`src/sv/srd_pkg.sv`:
```
// ----------------------------------------------------------------------------
// srd_pkg
// Shared types and constants of the subpicture run decoder.
// ----------------------------------------------------------------------------
`default_nettype none

package srd_pkg;

	// Field and state widths
	localparam int unsigned DIM_W   = 13;
	localparam int unsigned COL_W   = 12;
	localparam int unsigned NIB_W   = 4;
	localparam int unsigned MAP_W   = 16;

	// Configuration port
	localparam int unsigned CFG_IDX_W  = 2;
	localparam int unsigned CFG_DATA_W = 16;
	localparam logic [CFG_IDX_W-1:0] CFG_IMAGE_WIDTH  = 2'd0;
	localparam logic [CFG_IDX_W-1:0] CFG_IMAGE_HEIGHT = 2'd1;
	localparam logic [CFG_IDX_W-1:0] CFG_PALETTE_MAP  = 2'd2;
	localparam logic [CFG_IDX_W-1:0] CFG_ALPHA_MAP    = 2'd3;

	// Register reset values and line width limit
	localparam logic [DIM_W-1:0] WIDTH_RST  = 13'd720;
	localparam logic [DIM_W-1:0] HEIGHT_RST = 13'd576;
	localparam logic [DIM_W-1:0] MAX_LINE_W = 13'd4096;

	// Code completion thresholds after one, two and three nibbles
	localparam logic [9:0] CODE_MIN1 = 10'h004;
	localparam logic [9:0] CODE_MIN2 = 10'h010;
	localparam logic [9:0] CODE_MIN3 = 10'h040;

	// Queue sizes
	localparam int unsigned BQ_DEPTH = 4;
	localparam int unsigned BQ_AW    = 2;
	localparam int unsigned OQ_DEPTH = 4;
	localparam int unsigned OQ_AW    = 2;

	// One accepted byte, split and pre-classified
	typedef struct packed {
		logic             start;
		logic [NIB_W-1:0] hi;
		logic [NIB_W-1:0] lo;
		logic             hi_one;
		logic             lo_one;
	} byte_entry_t;

	// One result word
	typedef struct packed {
		logic [1:0]       pixel_code;
		logic [3:0]       palette_color;
		logic [3:0]       alpha_value;
		logic [DIM_W-1:0] run_length;
		logic [COL_W-1:0] start_column;
		logic [COL_W-1:0] line_number;
		logic             line_end;
		logic             next_field;
		logic             last_of_byte;
	} run_t;

	// Configuration register set
	typedef struct packed {
		logic [DIM_W-1:0] image_width;
		logic [DIM_W-1:0] image_height;
		logic [MAP_W-1:0] palette_map;
		logic [MAP_W-1:0] alpha_map;
	} cfg_t;

endpackage

`default_nettype wire

```
`src/sv/subpicture_rle_run_decoder_core.sv`:
```
// ----------------------------------------------------------------------------
// subpicture_rle_run_decoder_core
// Run-length subpicture decoder: bytes in, clipped colored runs out.
// ----------------------------------------------------------------------------
// Usage:
//   Input queue: drive data_byte/picture_start with push; a word is taken on
//   a clock edge with push high and full low. picture_start clears position,
//   field and code state ahead of that byte; registers keep their values.
//   Result queue: while empty is low the oldest run is on the result ports;
//   pop takes it. A byte gives zero, one or two runs, all released together.
//   Config: write image_width, image_height, palette_map, alpha_map through
//   cfg_valid/cfg_index/cfg_data (cfg_ready is always high) while idle.
//   Throughput: the back engine decodes one nibble per cycle while a byte
//   is queued and the result queue has room for two words; a byte whose
//   high nibble ends a line is done after that nibble. A byte is held in
//   the input stage register and the byte queue before it is decoded.
//   A stalled result side fills the 4-word result queue, then the 4-word byte
//   queue and input stage, after which full rises; nothing is dropped.
//   Reset: queues empty, position and code state zero, width 720, height
//   576, both maps zero.
// ----------------------------------------------------------------------------
`default_nettype none

module subpicture_rle_run_decoder_core (
	input  wire logic                             clk,
	input  wire logic                             arst_n,
	input  wire logic                             push,
	output logic                                  full,
	input  wire logic [7:0]                       data_byte,
	input  wire logic                             picture_start,
	output logic                                  empty,
	input  wire logic                             pop,
	output logic [1:0]                            pixel_code,
	output logic [3:0]                            palette_color,
	output logic [3:0]                            alpha_value,
	output logic [srd_pkg::DIM_W-1:0]             run_length,
	output logic [srd_pkg::COL_W-1:0]             start_column,
	output logic [srd_pkg::COL_W-1:0]             line_number,
	output logic                                  line_end,
	output logic                                  next_field,
	output logic                                  last_of_byte,
	input  wire logic                             cfg_valid,
	output logic                                  cfg_ready,
	input  wire logic [srd_pkg::CFG_IDX_W-1:0]    cfg_index,
	input  wire logic [srd_pkg::CFG_DATA_W-1:0]   cfg_data
);

	srd_pkg::cfg_t        cfg_q;
	logic                 bq_push;
	srd_pkg::byte_entry_t bq_wr;
	logic                 bq_full;
	logic                 bq_pop;
	logic                 bq_valid;
	srd_pkg::byte_entry_t bq_head;
	logic                 oq_room2;
	logic                 wr_a;
	logic                 wr_b;
	srd_pkg::run_t        data_a;
	srd_pkg::run_t        data_b;
	srd_pkg::run_t        oq_head;

	assign cfg_ready = 1'b1;

	// Write configuration registers
	always_ff @(posedge clk or negedge arst_n) begin
		if (!arst_n) begin
			cfg_q.image_width  <= srd_pkg::WIDTH_RST;
			cfg_q.image_height <= srd_pkg::HEIGHT_RST;
			cfg_q.palette_map  <= '0;
			cfg_q.alpha_map    <= '0;
		end else if (cfg_valid && cfg_ready) begin
			unique case (cfg_index)
				srd_pkg::CFG_IMAGE_WIDTH:
					cfg_q.image_width <= cfg_data[srd_pkg::DIM_W-1:0];
				srd_pkg::CFG_IMAGE_HEIGHT:
					cfg_q.image_height <= cfg_data[srd_pkg::DIM_W-1:0];
				srd_pkg::CFG_PALETTE_MAP:
					cfg_q.palette_map <= cfg_data;
				srd_pkg::CFG_ALPHA_MAP:
					cfg_q.alpha_map <= cfg_data;
			endcase
		end
	end

	srd_front u_front (
		.clk           (clk),
		.arst_n        (arst_n),
		.push          (push),
		.full          (full),
		.data_byte     (data_byte),
		.picture_start (picture_start),
		.q_full        (bq_full),
		.q_push        (bq_push),
		.q_data        (bq_wr)
	);

	srd_byte_queue u_byte_queue (
		.clk     (clk),
		.arst_n  (arst_n),
		.push    (bq_push),
		.wr_data (bq_wr),
		.full    (bq_full),
		.pop     (bq_pop),
		.valid   (bq_valid),
		.head    (bq_head)
	);

	srd_back u_back (
		.clk       (clk),
		.arst_n    (arst_n),
		.cfg       (cfg_q),
		.q_valid   (bq_valid),
		.q_head    (bq_head),
		.q_pop     (bq_pop),
		.out_room2 (oq_room2),
		.wr_a      (wr_a),
		.wr_b      (wr_b),
		.data_a    (data_a),
		.data_b    (data_b)
	);

	srd_out_queue u_out_queue (
		.clk    (clk),
		.arst_n (arst_n),
		.wr_a   (wr_a),
		.wr_b   (wr_b),
		.data_a (data_a),
		.data_b (data_b),
		.room2  (oq_room2),
		.pop    (pop),
		.empty  (empty),
		.head   (oq_head)
	);

	// Drive the result ports from the queue head
	assign pixel_code    = oq_head.pixel_code;
	assign palette_color = oq_head.palette_color;
	assign alpha_value   = oq_head.alpha_value;
	assign run_length    = oq_head.run_length;
	assign start_column  = oq_head.start_column;
	assign line_number   = oq_head.line_number;
	assign line_end      = oq_head.line_end;
	assign next_field    = oq_head.next_field;
	assign last_of_byte  = oq_head.last_of_byte;

endmodule

`default_nettype wire

```
`src/sv/srd_front.sv`:
```
// ----------------------------------------------------------------------------
// srd_front
// Input stage: takes bytes, splits them into nibbles and flags short codes.
// ----------------------------------------------------------------------------
`default_nettype none

module srd_front (
	input  wire logic                clk,
	input  wire logic                arst_n,
	input  wire logic                push,
	output logic                     full,
	input  wire logic [7:0]          data_byte,
	input  wire logic                picture_start,
	input  wire logic                q_full,
	output logic                     q_push,
	output srd_pkg::byte_entry_t     q_data
);

	logic                 valid_s1;
	srd_pkg::byte_entry_t entry_s1;
	srd_pkg::byte_entry_t entry_d;
	logic                 accept;

	// Split the byte; a nibble of 0x4 or more is a complete code on its own
	always_comb begin
		entry_d.start  = picture_start;
		entry_d.hi     = data_byte[7:4];
		entry_d.lo     = data_byte[3:0];
		entry_d.hi_one = ({6'd0, data_byte[7:4]} >= srd_pkg::CODE_MIN1);
		entry_d.lo_one = ({6'd0, data_byte[3:0]} >= srd_pkg::CODE_MIN1);
	end

	// Stall only when the stage holds a word and the queue is full
	assign full   = valid_s1 & q_full;
	assign accept = push & ~full;
	assign q_push = valid_s1 & ~q_full;
	assign q_data = entry_s1;

	// Hold the stage valid flag
	always_ff @(posedge clk or negedge arst_n) begin
		if (!arst_n) begin
			valid_s1 <= 1'b0;
		end else if (accept) begin
			valid_s1 <= 1'b1;
		end else if (q_push) begin
			valid_s1 <= 1'b0;
		end
	end

	// Capture the payload
	always_ff @(posedge clk) begin
		if (accept) begin
			entry_s1 <= entry_d;
		end
	end

endmodule

`default_nettype wire

```
`src/sv/srd_byte_queue.sv`:
```
// ----------------------------------------------------------------------------
// srd_byte_queue
// Short queue of classified bytes between the front and the back.
// ----------------------------------------------------------------------------
`default_nettype none

module srd_byte_queue (
	input  wire logic                 clk,
	input  wire logic                 arst_n,
	input  wire logic                 push,
	input  wire srd_pkg::byte_entry_t wr_data,
	output logic                      full,
	input  wire logic                 pop,
	output logic                      valid,
	output srd_pkg::byte_entry_t      head
);

	srd_pkg::byte_entry_t           mem_q [srd_pkg::BQ_DEPTH];
	logic [srd_pkg::BQ_AW-1:0]      wr_ptr_q;
	logic [srd_pkg::BQ_AW-1:0]      rd_ptr_q;
	logic [srd_pkg::BQ_AW:0]        count_q;
	logic                           do_push;
	logic                           do_pop;

	assign full    = (count_q == (srd_pkg::BQ_AW+1)'(srd_pkg::BQ_DEPTH));
	assign valid   = (count_q != '0);
	assign head    = mem_q[rd_ptr_q];
	assign do_push = push & ~full;
	assign do_pop  = pop & valid;

	// Advance pointers and count
	always_ff @(posedge clk or negedge arst_n) begin
		if (!arst_n) begin
			wr_ptr_q <= '0;
			rd_ptr_q <= '0;
			count_q  <= '0;
		end else begin
			if (do_push) begin
				wr_ptr_q <= wr_ptr_q + srd_pkg::BQ_AW'(1);
			end
			if (do_pop) begin
				rd_ptr_q <= rd_ptr_q + srd_pkg::BQ_AW'(1);
			end
			count_q <= count_q + (srd_pkg::BQ_AW+1)'(do_push)
				- (srd_pkg::BQ_AW+1)'(do_pop);
		end
	end

	// Store the word
	always_ff @(posedge clk) begin
		if (do_push) begin
			mem_q[wr_ptr_q] <= wr_data;
		end
	end

endmodule

`default_nettype wire

```
`src/sv/srd_back.sv`:
```
// ----------------------------------------------------------------------------
// srd_back
// Run engine: codes one nibble a cycle if unstalled, clips runs, tracks place.
// ----------------------------------------------------------------------------
`default_nettype none

module srd_back (
	input  wire logic                 clk,
	input  wire logic                 arst_n,
	input  wire srd_pkg::cfg_t        cfg,
	input  wire logic                 q_valid,
	input  wire srd_pkg::byte_entry_t q_head,
	output logic                      q_pop,
	input  wire logic                 out_room2,
	output logic                      wr_a,
	output logic                      wr_b,
	output srd_pkg::run_t             data_a,
	output srd_pkg::run_t             data_b
);

	localparam logic PH_HI = 1'b0;
	localparam logic PH_LO = 1'b1;

	logic                         phase_q;
	logic [srd_pkg::COL_W-1:0]    col_q;
	logic [srd_pkg::DIM_W-1:0]    line_q;
	logic                         field_q;
	logic [5:0]                   acc_q;
	logic [1:0]                   held_q;
	logic                         pend_valid_q;
	srd_pkg::run_t                pend_q;

	logic                         step;
	logic                         clear;
	logic [srd_pkg::COL_W-1:0]    eff_col;
	logic [srd_pkg::DIM_W-1:0]    eff_line;
	logic                         eff_field;
	logic [5:0]                   eff_acc;
	logic [1:0]                   eff_held;
	logic [srd_pkg::NIB_W-1:0]    nib;
	logic                         nib_one;
	logic [2:0]                   held_n;
	logic [9:0]                   acc_n;
	logic                         done;
	logic [7:0]                   len;
	logic [1:0]                   code;
	logic [srd_pkg::DIM_W-1:0]    w;
	logic [srd_pkg::DIM_W-1:0]    x13;
	logic [srd_pkg::DIM_W-1:0]    len13;
	logic                         past;
	logic [srd_pkg::DIM_W-1:0]    avail;
	logic                         len_zero;
	logic                         fill_skip;
	logic [srd_pkg::DIM_W-1:0]    run;
	logic                         line_done;
	logic                         emit;
	logic                         ends;
	logic [srd_pkg::DIM_W-1:0]    col_adv;
	logic                         byte_fin;
	logic                         field_new;
	srd_pkg::run_t                cur;

	assign step  = q_valid & out_room2;
	assign clear = (phase_q == PH_HI) & q_head.start;

	// Apply picture start ahead of the high nibble
	assign eff_col   = clear ? '0 : col_q;
	assign eff_line  = clear ? '0 : line_q;
	assign eff_field = clear ? 1'b0 : field_q;
	assign eff_acc   = clear ? '0 : acc_q;
	assign eff_held  = clear ? '0 : held_q;

	// Pick the nibble of this cycle and extend the code
	assign nib     = (phase_q == PH_HI) ? q_head.hi : q_head.lo;
	assign nib_one = (phase_q == PH_HI) ? q_head.hi_one : q_head.lo_one;
	assign held_n  = {1'b0, eff_held} + 3'd1;
	assign acc_n   = {eff_acc, nib};

	// Decide whether the code is complete
	always_comb begin
		unique case (eff_held)
			2'd0: done = nib_one;
			2'd1: done = (acc_n >= srd_pkg::CODE_MIN2);
			2'd2: done = (acc_n >= srd_pkg::CODE_MIN3);
			2'd3: done = 1'b1;
		endcase
	end

	assign len  = acc_n[9:2];
	assign code = acc_n[1:0];

	// Clip the run to the line
	assign w         = (cfg.image_width > srd_pkg::MAX_LINE_W) ? srd_pkg::MAX_LINE_W
		: cfg.image_width;
	assign x13       = {1'b0, eff_col};
	assign len13     = {5'd0, len};
	assign past      = (x13 >= w);
	assign avail     = past ? '0 : (w - x13);
	assign len_zero  = (len == '0);
	assign fill_skip = len_zero & (eff_line >= cfg.image_height);
	assign run       = (len_zero | (len13 > avail)) ? avail : len13;
	assign line_done = past | len_zero | (len13 >= avail);
	assign emit      = done & ~fill_skip;
	assign ends      = emit & line_done;
	assign col_adv   = x13 + len13;

	// A byte finishes after its low nibble or at a line end on the high one
	assign byte_fin  = (phase_q == PH_LO) | ends;
	assign field_new = eff_field ^ ends;
	assign q_pop     = step & byte_fin;

	// Assemble the run of this cycle
	always_comb begin
		cur.pixel_code    = code;
		cur.palette_color = cfg.palette_map[{code, 2'b00} +: 4];
		cur.alpha_value   = cfg.alpha_map[{code, 2'b00} +: 4];
		cur.run_length    = run;
		cur.start_column  = eff_col;
		cur.line_number   = eff_line[srd_pkg::COL_W-1:0];
		cur.line_end      = line_done;
		cur.next_field    = field_new;
		cur.last_of_byte  = 1'b1;
	end

	// Release the held run with its flags settled, then this cycle's run
	always_comb begin
		data_a = cur;
		data_b = cur;
		wr_a   = 1'b0;
		wr_b   = 1'b0;
		if (step && byte_fin) begin
			if (pend_valid_q) begin
				data_a              = pend_q;
				data_a.next_field   = field_new;
				data_a.last_of_byte = ~emit;
				wr_a                = 1'b1;
				wr_b                = emit;
			end else begin
				wr_a = emit;
			end
		end
	end

	// Advance code, position and phase state
	always_ff @(posedge clk or negedge arst_n) begin
		if (!arst_n) begin
			phase_q      <= PH_HI;
			col_q        <= '0;
			line_q       <= '0;
			field_q      <= 1'b0;
			acc_q        <= '0;
			held_q       <= '0;
			pend_valid_q <= 1'b0;
		end else if (step) begin
			if (done) begin
				acc_q  <= '0;
				held_q <= '0;
			end else begin
				acc_q  <= acc_n[5:0];
				held_q <= held_n[1:0];
			end
			if (ends) begin
				col_q   <= '0;
				line_q  <= eff_line + srd_pkg::DIM_W'(1);
				field_q <= ~eff_field;
			end else if (emit) begin
				col_q   <= col_adv[srd_pkg::COL_W-1:0];
				line_q  <= eff_line;
				field_q <= eff_field;
			end else begin
				col_q   <= eff_col;
				line_q  <= eff_line;
				field_q <= eff_field;
			end
			if (byte_fin) begin
				phase_q      <= PH_HI;
				pend_valid_q <= 1'b0;
			end else begin
				phase_q      <= PH_LO;
				pend_valid_q <= emit;
			end
		end
	end

	// Hold a high-nibble run until the byte is finished
	always_ff @(posedge clk) begin
		if (step && !byte_fin && emit) begin
			pend_q <= cur;
		end
	end

endmodule

`default_nettype wire

```
`src/sv/srd_out_queue.sv`:
```
// ----------------------------------------------------------------------------
// srd_out_queue
// Result queue: takes up to two words a cycle, hands out one a cycle.
// ----------------------------------------------------------------------------
`default_nettype none

module srd_out_queue (
	input  wire logic          clk,
	input  wire logic          arst_n,
	input  wire logic          wr_a,
	input  wire logic          wr_b,
	input  wire srd_pkg::run_t data_a,
	input  wire srd_pkg::run_t data_b,
	output logic               room2,
	input  wire logic          pop,
	output logic               empty,
	output srd_pkg::run_t      head
);

	srd_pkg::run_t                mem_q [srd_pkg::OQ_DEPTH];
	logic [srd_pkg::OQ_AW-1:0]    wr_ptr_q;
	logic [srd_pkg::OQ_AW-1:0]    rd_ptr_q;
	logic [srd_pkg::OQ_AW:0]      count_q;
	logic                         do_pop;
	logic [srd_pkg::OQ_AW-1:0]    wr_ptr_b;
	logic [srd_pkg::OQ_AW:0]      n_wr;

	assign room2    = (count_q <= (srd_pkg::OQ_AW+1)'(srd_pkg::OQ_DEPTH - 2));
	assign empty    = (count_q == '0);
	assign head     = mem_q[rd_ptr_q];
	assign do_pop   = pop & ~empty;
	assign wr_ptr_b = wr_ptr_q + srd_pkg::OQ_AW'(1);
	assign n_wr     = (srd_pkg::OQ_AW+1)'(wr_a) + (srd_pkg::OQ_AW+1)'(wr_b);

	// Advance pointers and count
	always_ff @(posedge clk or negedge arst_n) begin
		if (!arst_n) begin
			wr_ptr_q <= '0;
			rd_ptr_q <= '0;
			count_q  <= '0;
		end else begin
			wr_ptr_q <= wr_ptr_q + n_wr[srd_pkg::OQ_AW-1:0];
			if (do_pop) begin
				rd_ptr_q <= rd_ptr_q + srd_pkg::OQ_AW'(1);
			end
			count_q <= count_q + n_wr - (srd_pkg::OQ_AW+1)'(do_pop);
		end
	end

	// Store the words in order
	always_ff @(posedge clk) begin
		if (wr_a) begin
			mem_q[wr_ptr_q] <= data_a;
		end
		if (wr_b) begin
			mem_q[wr_ptr_b] <= data_b;
		end
	end

endmodule

`default_nettype wire

```
`config.mk`:
```
export PLATFORM = sky130hd
export DESIGN_NAME = subpicture_rle_run_decoder_core
export DESIGN_NICKNAME = d
export VERILOG_FILES = /design/src/sv/srd_pkg.sv /design/src/sv/subpicture_rle_run_decoder_core.sv /design/src/sv/srd_front.sv /design/src/sv/srd_byte_queue.sv /design/src/sv/srd_back.sv /design/src/sv/srd_out_queue.sv
export SDC_FILE = /design/constraint.sdc
export NUM_CORES = 1
export LEC_CHECK = 0
export BUFFER_PORTS_ARGS = -buffer_cell sky130_fd_sc_hd__buf_4
export CORE_ASPECT_RATIO = 1.4
export CORE_MARGIN = 4
export CORE_UTILIZATION = 35
export DETAILED_ROUTE_END_ITERATION = 16
export GPL_TIMING_DRIVEN = 0
export SYNTH_ARGS = -nofsm -noshare
export SYNTH_HDL_FRONTEND = slang
export SYNTH_SLANG_ARGS = --single-unit
```
`constraint.sdc`:
```
create_clock -name clk -period 23.3 [get_ports clk]
set_input_delay 2.33 -clock clk [delete_from_list [all_inputs] [get_ports clk]]
set_output_delay 2.33 -clock clk [all_outputs]
set_load 0.05 [all_outputs]
```
==> flow_summary.yaml, run 1 <==
synth:
  async_flop_share_pct: 26.5
  synth_area_leaders: "edfxtp_1 45%, dfrtp_1 13%, a22o_1 7.1%"
  yosysTopAreaCellShare_pct: 45.2
  synth-edff-count: 299
  yosys_warnings: 0
  synthDistinctLibCells: 77
  yosysTopAreaCell: "edfxtp_1"
  ys_ff_latch: 412
  synth_area_um2: 19900
  yosysSeqAreaShare_pct: 59.4
  synthCells: 1428
  syn_nets: 1521
  synth-main-ff-cell: "edfxtp_1"
  syn_avg_cell_area_um2: 13.9
setup_path:
  cpPeakStageDelay_ps: 530
  reg2reg_from: "u_back.phase_q$_DFFE_PN0P_"
  r2r-end: "u_back.pend_q[33]$_DFFE_PP_"
  crit_fanout: 21
  cpMostUsedCell: "clkbuf_1"
  crit_path_start_kind: "flip-flop"
  cp-end-kind: "flip-flop"
  reg2reg_setup_slack_ps: 14590
  crit_type: "flip-flop to flip-flop"
  worstPathArrival_ps: 8980
  required_ps: 23570
  cp_slowest_cell: "clkbuf_1"
  reg2reg_depth: 26
pwr:
  swShare_pct: 41.4
  power_leakage_nw: 8.69
  internal-power_mw: 1.89
  switchingPower_mw: 1.34
  seqPwrFrac_pct: 32.3
  p_total_mw: 3.23
  ir_drop_uv: 71.9
  powerDensity_nw_per_um2: 139
  pwr-share-clk_pct: 22.7
  combPwrFrac_pct: 45.0
clocking:
  holdBufCountCts: 0
  clk_path_buf_depth: 3
  insertion_delay_ps: 580
  cts.repair.resized: 0
  path_clk_slew_ps: 60
  cts_root_buf: "clkbuf_16"
  cts_sinks: 412
  cts_tree: "done"
  post-cts-setup-buffer-count: 0
  cts_max_level: 2
  numCtsBuffers: 42
route:
  drtPass1Iterations: 7
  routed_wirelength_um: 54100
  drtIter0Drc: 899
  vias_per_cell: 5.55
  routed-via-count: 12900
  drtAntennaViolNets: 0
  drc_errors: 0
  routedWlPerCell_um: 23.2
cells_and_area:
  syn2layout_area_growth_pct: 16.6
  final_nets: 1657
  final_cell_mix: "299 x edfxtp_1, 160 x a22o_1, 107 x nand2_1, 103 x dfrtp_1, 96 x buf_4"
  layout-drive-gt1-share_pct: 22.0
  fin_cells: 2333
  insertedDiodeCount: 0
  final_common_cell: "edfxtp_1"
floorplan:
  die_w_um: 209
  die_y_um: 290
  start_util_pct: 35.3
  io_pins: 85
  core_um2: 56300
  die-area_um2: 60700
  rows: 103
timing:
  slew_headroom_pct: 19.3
  fin_crit_ps: 8710
  setup_ws_ps: 14590
  finalClockSkew_ps: 35.5
  setup_tns_ps: 0
  finalMaxSlewViolations: 0
  fin_crit_sh_pct: 37.4
  hold_viol: 0
  tightest_slew_ps: 1210
  rsz0062_at_grt: "no"
  fmax_ghz: 0.115
  setup_viol: 0
global_routing:
  grt_usage_pct: 17.3
  grt.overflow.total: 0
  grt_pass1_wl_um: 80500
  first_global_vias: 13100
  antenna_found_initial: 0
  grt_max_degree: 69
hold_path:
  min_path_type: "flip-flop to flip-flop"
  hold_start: "u_back.held_q[0]$_DFFE_PN0P_"
  min_to: "u_back.held_q[0]$_DFFE_PN0P_"
  min_path_cells: 2
placed_design:
  place_ws_ps: 14550
  placed_cells: 2255
  port_buffers: 83
  hpwlAfterDp_um: 39200
  gp_congestion: 0.889
run_status:
  outcome: "finished, final reports clean"
run:
  max_cap_violations: 0
-- registers in the layout, indices dropped and copies added, names as in the netlist, 3 cells and up --
| register | flops |
|---|---|
| u_back.col_q | 12 |
| u_out_queue.mem_q | 200 |
| u_back.acc_q | 6 |
| u_front.q_data | 11 |
| u_back.line_q | 13 |
| u_out_queue.count_q | 3 |
| u_back.pend_q | 48 |
| u_byte_queue.mem_q | 44 |
| cfg_q | 58 |
| u_byte_queue.count_q | 3 |
-- worst max-delay path by stage --
stage / from / endpoint / slack [ps] / cells past startpoint
floorplan: u_back.phase_q$_DFFE_PN0P_ / u_out_queue.mem_q[2][10]$_DFFE_PP_ / 14110 / 24
global placement: u_back.phase_q$_DFFE_PN0P_ / u_out_queue.mem_q[2][5]$_DFFE_PP_ / 8450 / 23
detailed placement: u_back.phase_q$_DFFE_PN0P_ / u_back.pend_q[35]$_DFFE_PP_ / 14550 / 26
CTS: u_back.phase_q$_DFFE_PN0P_ / u_back.pend_q[15]$_DFFE_PP_ / 14520 / 26
global route: u_back.phase_q$_DFFE_PN0P_ / u_back.pend_q[15]$_DFFE_PP_ / 14040 / 26
finish: u_back.phase_q$_DFFE_PN0P_ / u_back.pend_q[33]$_DFFE_PP_ / 14590 / 26
-- metal layers --
| metal | vias to the layer above | wire [µm] | GRT usage, % |
|---|---|---|---|
| li1 | 5806 | - | - |
| met1 | 6650 | 20700 | 20.3 |
| met2 | 400 | 29000 | 32.3 |
| met3 | 86 | 2910 | 2.61 |
| met4 | 0 | 1410 | 5.14 |
| met5 | - | 0 | 0 |
-- power groups by stage --
stage / sequential [mW] / combinational, mW / clock [mW]
floorplan: 1.04 / 0.983 / 0
global placement: 1.06 / 1.40 / 0
detailed placement: 1.06 / 1.46 / 0
CTS: 1.04 / 1.46 / 0.745
global route: 1.06 / 1.55 / 0.775
finish: 1.04 / 1.45 / 0.733
-- through the flow --
| stage | area, µm² | hold WS [ps] | utilization (%) |
|---|---|---|---|
| after floorplan | 19900 | 440 | - |
| after global placement | 21400 | 453 | 38.0 |
| after detailed placement | 21700 | 463 | 38.5 |
| after CTS | 23200 | 472 | 41.1 |
| after global routing | 23200 | 496 | 41.1 |
| final | 23200 | 471 | 41.1 |
-- cell families after synthesis --
logic type	share of synthesized area (%)
AO/OA/AOI/OAI	13.3
XOR/XNOR	1.54
adder cells (fa/ha/maj)	4.04
buffers and inverters	3.45
flip-flops	59.4
multiplexers	11.1
other	0.0189
AND/OR/NAND/NOR	7.16
-- worst max-delay path, delay by kind of cell (launching register included) --
family / cells / cell delay, ps
buf+inv: 11 / 3770
flops: 1 / 320
fa+ha+maj: 2 / 650
simple gates: 8 / 2450
compound gates: 5 / 1190
-- synth_stat cells (5+ instances only) --
master and count:
buf_1 6, xor2_1 13, a22o_1 160, and3_1 7
nor2_1 30, or2_2 5, o2bb2ai_1 12, a211oi_1 14
nor3_1 12, and2_1 31, mux2_2 59, dfstp_2 6
mux4_2 61, o31ai_1 10, xnor2_1 22, nand4_1 10
mux2i_1 13, dfrtp_1 103, a21o_1 8, nor2b_1 33
nand3_1 21, o21ai_0 50, clkbuf_1 45, inv_1 58
buf_2 26, a21oi_1 33, buf_4 13, nand2b_1 6
a31oi_1 6, nand2_1 108, ha_1 57, edfxtp_1 299
o21a_1 6
-- cell type report --
cell class / instances / area [µm²]
clock inverters: 19 / 282
clock buffers: 59 / 1230
flip-flops and latches: 412 / 11800
plain buffers: 94 / 464
well taps: 735 / 920
multi-input cells: 863 / 7430
fillers: 5138 / 33100
inverters: 59 / 221
repair buffers: 92 / 833
(Power assumes the default switching activity.)
==> run 2, diff against run 1 <==
Clock period 23.3 ns to 8.6 ns, I/O delays scaled along.
==> run 2 against run 1 <==
Effect of this change:
- worst hold slack lost 380 ps
- worst setup slack lost 14000 ps
- global-route usage up 0.10 points
- non-clock buffer count rose by 1
- sequential power increased to 2.7 times the previous value
- critical endpoint is now u_out_queue.mem_q[1][28]$_DFFE_PP_
- first-iteration DRC count down 0.11%
- sequential share of layout area is 0.48 points higher
- cell area fell by 0.92%
- largest cell class unchanged
- count of clock-buffer cells in the layout is 2 lower
==> flow_summary.yaml, run 2 (same netlist as run 1, synthesis figures left out) <==
global_routing:
  grt.overflow.total: 0
  grt_max_degree: 99
  grt_usage_pct: 17.4
  grt_pass1_wl_um: 81500
  first_global_vias: 13200
  antenna_found_initial: 0
setup_path:
  reg2reg_depth: 25
  reg2reg_from: "u_back.phase_q$_DFFE_PN0P_"
  crit_family: "simple AND/OR/NAND/NOR gates"
  crit_fanout: 25
  cp_slowest_cell: "dfrtp_2"
  r2r-end: "u_out_queue.mem_q[1][28]$_DFFE_PP_"
  crit_path_start_kind: "flip-flop"
  worstPathArrival_ps: 8340
  reg2reg_setup_slack_ps: 530
  crit_type: "flip-flop to flip-flop"
  cp-end-kind: "flip-flop"
  crit_buf_inv: 9
  cpPeakStageDelay_ps: 630
  required_ps: 8870
placed_design:
  gp_congestion: 0.873
  place_ws_ps: -433
  hpwlAfterDp_um: 38300
  port_buffers: 83
route:
  routed_wirelength_um: 54100
  vias_per_cell: 5.54
  routed-via-count: 12900
  drtAntennaViolNets: 0
  drc_errors: 0
  drtIter0Drc: 898
  routedWlPerCell_um: 23.2
  drtPass1Iterations: 5
floorplan:
  io_pins: 85
  die-area_um2: 60700
  rows: 103
  core_um2: 56300
  die_y_um: 290
  start_util_pct: 35.3
  die_w_um: 209
run:
  max_cap_violations: 0
timing:
  tightest_slew_ps: 1230
  slew_headroom_pct: 17.9
  hold_viol: 0
  fin_crit_ps: 8070
  fin_crit_sh_pct: 93.8
  finalMaxSlewViolations: 0
  setup_ws_ps: 533
  finalClockSkew_ps: 39.5
  setup_viol: 0
  rsz0062_at_grt: "no"
  fmax_ghz: 0.124
cells_and_area:
  largest_register_ffs: 200
  insertedDiodeCount: 0
  final_nets: 1660
  syn2layout_area_growth_pct: 15.5
  top_register: "u_out_queue.mem_q"
  reg_top3: "u_out_queue.mem_q (200), cfg_q (58), u_back.pend_q (48)"
  multi_input_area_um2: 7450
  layout-drive-gt1-share_pct: 21.8
  seqCellArea_um2: 11800
  final_common_cell: "edfxtp_1"
  final_cell_mix: "299 x edfxtp_1, 160 x a22o_1, 107 x nand2_1, 102 x dfrtp_1, 99 x buf_4"
  nFillCells: 5164
pwr:
  powerDensity_nw_per_um2: 370
  seqPwrFrac_pct: 33.4
  p_total_mw: 8.50
  combPwrFrac_pct: 46.2
  swShare_pct: 42.5
  internal-power_mw: 4.89
  power_leakage_nw: 8.59
  pwr-share-clk_pct: 20.4
  switchingPower_mw: 3.62
  ir_drop_uv: 174
clocking:
  cts_tree: "done"
  cts_root_buf: "clkbuf_16"
  clk_path_buf_depth: 3
  insertion_delay_ps: 600
  cts_sinks: 412
  numCtsBuffers: 41
  path_clk_slew_ps: 70
  cts_max_level: 2
run_status:
  outcome: "finished, final reports clean"
hold_path:
  min_path_type: "primary input to asynchronous set/reset pin"
[run 2: cell count changes in the layout (fill, tap and decap cells not counted), sizes merged]
cell / delta
bufinv: -5
nor2: +3
clkbuf: -3
inv: -1
clkinv: +3
buf: +2
[run 2: per-stage QoR]
step	instances	TNS, ps	util, %	cell area [µm²]	hold WS [ps]
2_1_floorplan	1428	0	-	19900	440
3_3_place_gp	2246	-653590	38.0	21400	453
3_5_place_dp	2253	-15860	38.4	21600	465
4_1_cts	2326	0	40.7	22900	72.5
5_1_grt	2332	0	40.8	23000	80.2
6_report	2332	0	40.8	23000	95.5
[run 2: per-layer routing]
layer / vias up / GRT usage (%) / share of wire [%]
li1: 5800 / - / -
met1: 6603 / 20.9 / 38
met5: - / 0 / 0
met4: 0 / 6.29 / 3.9
met2: 417 / 31.3 / 53
met3: 105 / 2.62 / 5.2
[run 2: power groups by stage]
stage | clock network [mW] | registers [mW] | logic [mW]
2_1_floorplan | 0 | 2.82 | 2.66
3_3_place_gp | 0 | 2.87 | 3.81
3_5_place_dp | 0 | 2.86 | 3.93
4_1_cts | 1.77 | 2.84 | 3.94
5_1_grt | 1.85 | 2.88 | 4.22
6_report | 1.74 | 2.84 | 3.93
[run 2: final cells by class]
cell class	instances	share of cell area, %
buffer	93	2.01
clock buffer	57	4.88
timing repair buffer	94	3.60
multi-input combinational	866	32.5
inverter	59	0.965
clock inverter	16	0.692
sequential	412	51.4
tap	735	4.01
[run 2: worst max path at each step]
stage | start | end | slack, ps | cells past startpoint
after floorplan | u_back.phase_q$_DFFE_PN0P_ | u_out_queue.mem_q[2][10]$_DFFE_PP_ | 720 | 24
after global placement | u_back.phase_q$_DFFE_PN0P_ | u_out_queue.mem_q[2][35]$_DFFE_PP_ | -3430 | 24
after detailed placement | u_back.phase_q$_DFFE_PN0P_ | u_back.pend_q[31]$_DFFE_PP_ | -430 | 26
after CTS | u_byte_queue.rd_ptr_q[1]$_DFFE_PN0P_ | u_back.pend_q[31]$_DFFE_PP_ | 6 | 25
after global routing | u_byte_queue.rd_ptr_q[1]$_DFFE_PN0P_ | u_out_queue.mem_q[1][28]$_DFFE_PP_ | 100 | 24
final | u_back.phase_q$_DFFE_PN0P_ | u_out_queue.mem_q[1][28]$_DFFE_PP_ | 530 | 25
[run 2: what timing repair did]
item                                    CTS  global route
gates cloned                              1             2
endpoints found under the setup margin   74           100
hold buffers                              0             0
gates resized for setup                   1             3
pin swaps                                 1             4
buffers inserted                          0             4
==> run 3, diff against run 2 <==
Clock period 8.6 ns to 7.3 ns, I/O delays scaled along.
==> run 3 against run 2 <==
Effect of this change:
- first-iteration DRC count increased by 3.5%
- critical endpoint is now u_out_queue.count_q[2]$_DFF_PN0_
- critical path depth increased by 4
- via count decreased by 0.36%
- highest routed layer unchanged
- clock skew decreased by 5.5 ps
- sequential cell count unchanged
==> flow_summary.yaml, run 3 (same netlist as run 1, synthesis figures left out) <==
timing:
  hold_viol: 0
  rsz0062_at_grt: "no"
  slew_headroom_pct: 23.5
  tightest_slew_ps: 1150
  fmax_ghz: 0.146
  finalClockSkew_ps: 34.0
  setup_viol: 0
  finalMaxSlewViolations: 0
  hold_slack_ps: 40.7
  fin_crit_sh_pct: 93.5
  setup_tns_ps: 0
  fin_crit_ps: 6830
pwr:
  power_leakage_nw: 8.65
  powerDensity_nw_per_um2: 441
  ir_drop_uv: 237
cells_and_area:
  layout-drive-gt1-share_pct: 22.4
  final_nets: 1658
  final_cell_mix: "299 x edfxtp_1, 160 x a22o_1, 106 x nand2_1, 102 x dfrtp_1, 99 x buf_4"
  insertedDiodeCount: 0
  nFillCells: 5143
  reg_top3: "u_out_queue.mem_q (200), cfg_q (58), u_back.pend_q (48)"
  final_common_cell: "edfxtp_1"
  top_register: "u_out_queue.mem_q"
  syn2layout_area_growth_pct: 16.4
  largest_register_ffs: 200
clocking:
  cts_sinks: 412
  clk_path_buf_depth: 3
  insertion_delay_ps: 590
  cts_root_buf: "clkbuf_16"
  path_clk_slew_ps: 60
  cts_tree: "done"
  numCtsBuffers: 42
  cts_max_level: 2
floorplan:
  core_um2: 56300
  start_util_pct: 35.3
  die-area_um2: 60700
  die_w_um: 209
  io_pins: 85
  die_y_um: 290
  rows: 103
setup_path:
  cp_slowest_cell: "dfrtp_1"
  required_ps: 7770
  reg2reg_setup_slack_ps: 470
  worstPathArrival_ps: 7300
  cp-end-kind: "flip-flop"
  reg2reg_depth: 29
  reg2reg_from: "u_byte_queue.rd_ptr_q[1]$_DFFE_PN0P_"
  r2r-end: "u_out_queue.count_q[2]$_DFF_PN0_"
  crit_path_start_kind: "flip-flop"
  cpMostUsedCell: "ha_1"
  crit_type: "flip-flop to flip-flop"
  cpPeakStageDelay_ps: 430
  crit_fanout: 15
  worstSetupStartpoint: "u_byte_queue.rd_ptr_q[1]$_DFFE_PN0P_"
route:
  routedWlPerCell_um: 22.9
  routed_wirelength_um: 53500
  routed-via-count: 12900
  drtPass1Iterations: 5
  drtAntennaViolNets: 0
  drtIter0Drc: 929
  vias_per_cell: 5.53
  drc_errors: 0
global_routing:
  grt.overflow.total: 0
  first_global_vias: 13300
  grt_pass1_wl_um: 80900
  grt_max_degree: 78
  grt_usage_pct: 17.3
  antenna_found_initial: 0
hold_path:
  min_path_type: "primary input to asynchronous set/reset pin"
placed_design:
  hpwlAfterDp_um: 38700
  port_buffers: 83
  gp_congestion: 0.899
run_status:
  outcome: "finished, final reports clean"
run:
  max_cap_violations: 0
[run 3: cell types whose count changed in the layout (fill, tap and decap cells not counted), sizes merged]
cell      previous run  this run
buf                143       146
clkbuf             101        93
clkinv              13        15
clkinvlp             0         2
inv                 61        60
nor2                35        32
bufinv               1         5
[run 3: how the worst max path moves through the flow]
| stage | endpoint | cells past startpoint |
|---|---|---|
| 4_1_cts | u_out_queue.count_q[2]$_DFF_PN0_ | 30 |
| 6_report | u_out_queue.count_q[2]$_DFF_PN0_ | 29 |
| 3_3_place_gp | u_back.pend_q[45]$_DFFE_PP_ | 25 |
| 5_1_grt | u_out_queue.count_q[2]$_DFF_PN0_ | 29 |
| 3_5_place_dp | u_back.pend_q[31]$_DFFE_PP_ | 27 |
| 2_1_floorplan | u_out_queue.mem_q[1][10]$_DFFE_PP_ | 25 |
[run 3: report_power, final]
group          internal, mW  switching (mW)  leakage (nW)
Combinational          1.55            3.11          3.83
Sequential             3.11           0.223          4.14
Clock                  1.27           0.928         0.676
[run 3: what timing repair did]
item / 4_1_cts / 5_1_grt
hold buffers: 0 / 0
pin swaps: 1 / 2
buffers inserted: 1 / 2
resized for setup: 9 / 8
setup endpoints to repair: 489 / 236
[run 3: worst max-delay path, delay by kind of cell, from the launching register on]
| family | cells | cell delay [ps] |
|---|---|---|
| AO/OA/AOI/OAI | 3 | 660 |
| XOR/XNOR | 1 | 140 |
| adder cells (fa/ha/maj) | 5 | 1460 |
| buffers and inverters | 9 | 1550 |
| flip-flops | 1 | 430 |
| multiplexers | 2 | 700 |
| AND/OR/NAND/NOR | 9 | 1760 |
[run 3: final cells by class]
class	count	area, µm²	area share, %
Timing Repair Buffer	95	860	3.72
Clock inverter	23	290	1.26
Multi-Input combinational cell	863	7470	32.3
Inverter	59	221	0.957
Clock buffer	52	1110	4.79
Sequential cell	412	11800	51.0
Tap cell	735	920	3.98
Buffer	92	467	2.02
[run 3: stage by stage]
| stage | util [%] | area [µm²] | worst slack (ps) | std cells | power (mW) |
|---|---|---|---|---|---|
| after CTS | 41.0 | 23100 | 25.3 | 2330 | 10.2 |
| after detailed placement | 38.5 | 21700 | -1670 | 2255 | 8.03 |
| after global placement | 38.0 | 21400 | -4540 | 2246 | 7.88 |
| after global routing | 41.1 | 23100 | 34.5 | 2331 | 10.7 |
| after floorplan | - | 19900 | -292 | 1428 | 6.46 |
| final | 41.1 | 23100 | 474 | 2331 | 10.2 |
[run 3: metal layers]
layer | up-vias | GRT usage, % | share of wire, %
li1 | 5788 | - | -
met1 | 6600 | 21.1 | 39
met2 | 386 | 30.8 | 52
met3 | 105 | 2.15 | 5.0
met4 | 0 | 7.17 | 3.7
met5 | - | 0 | 0
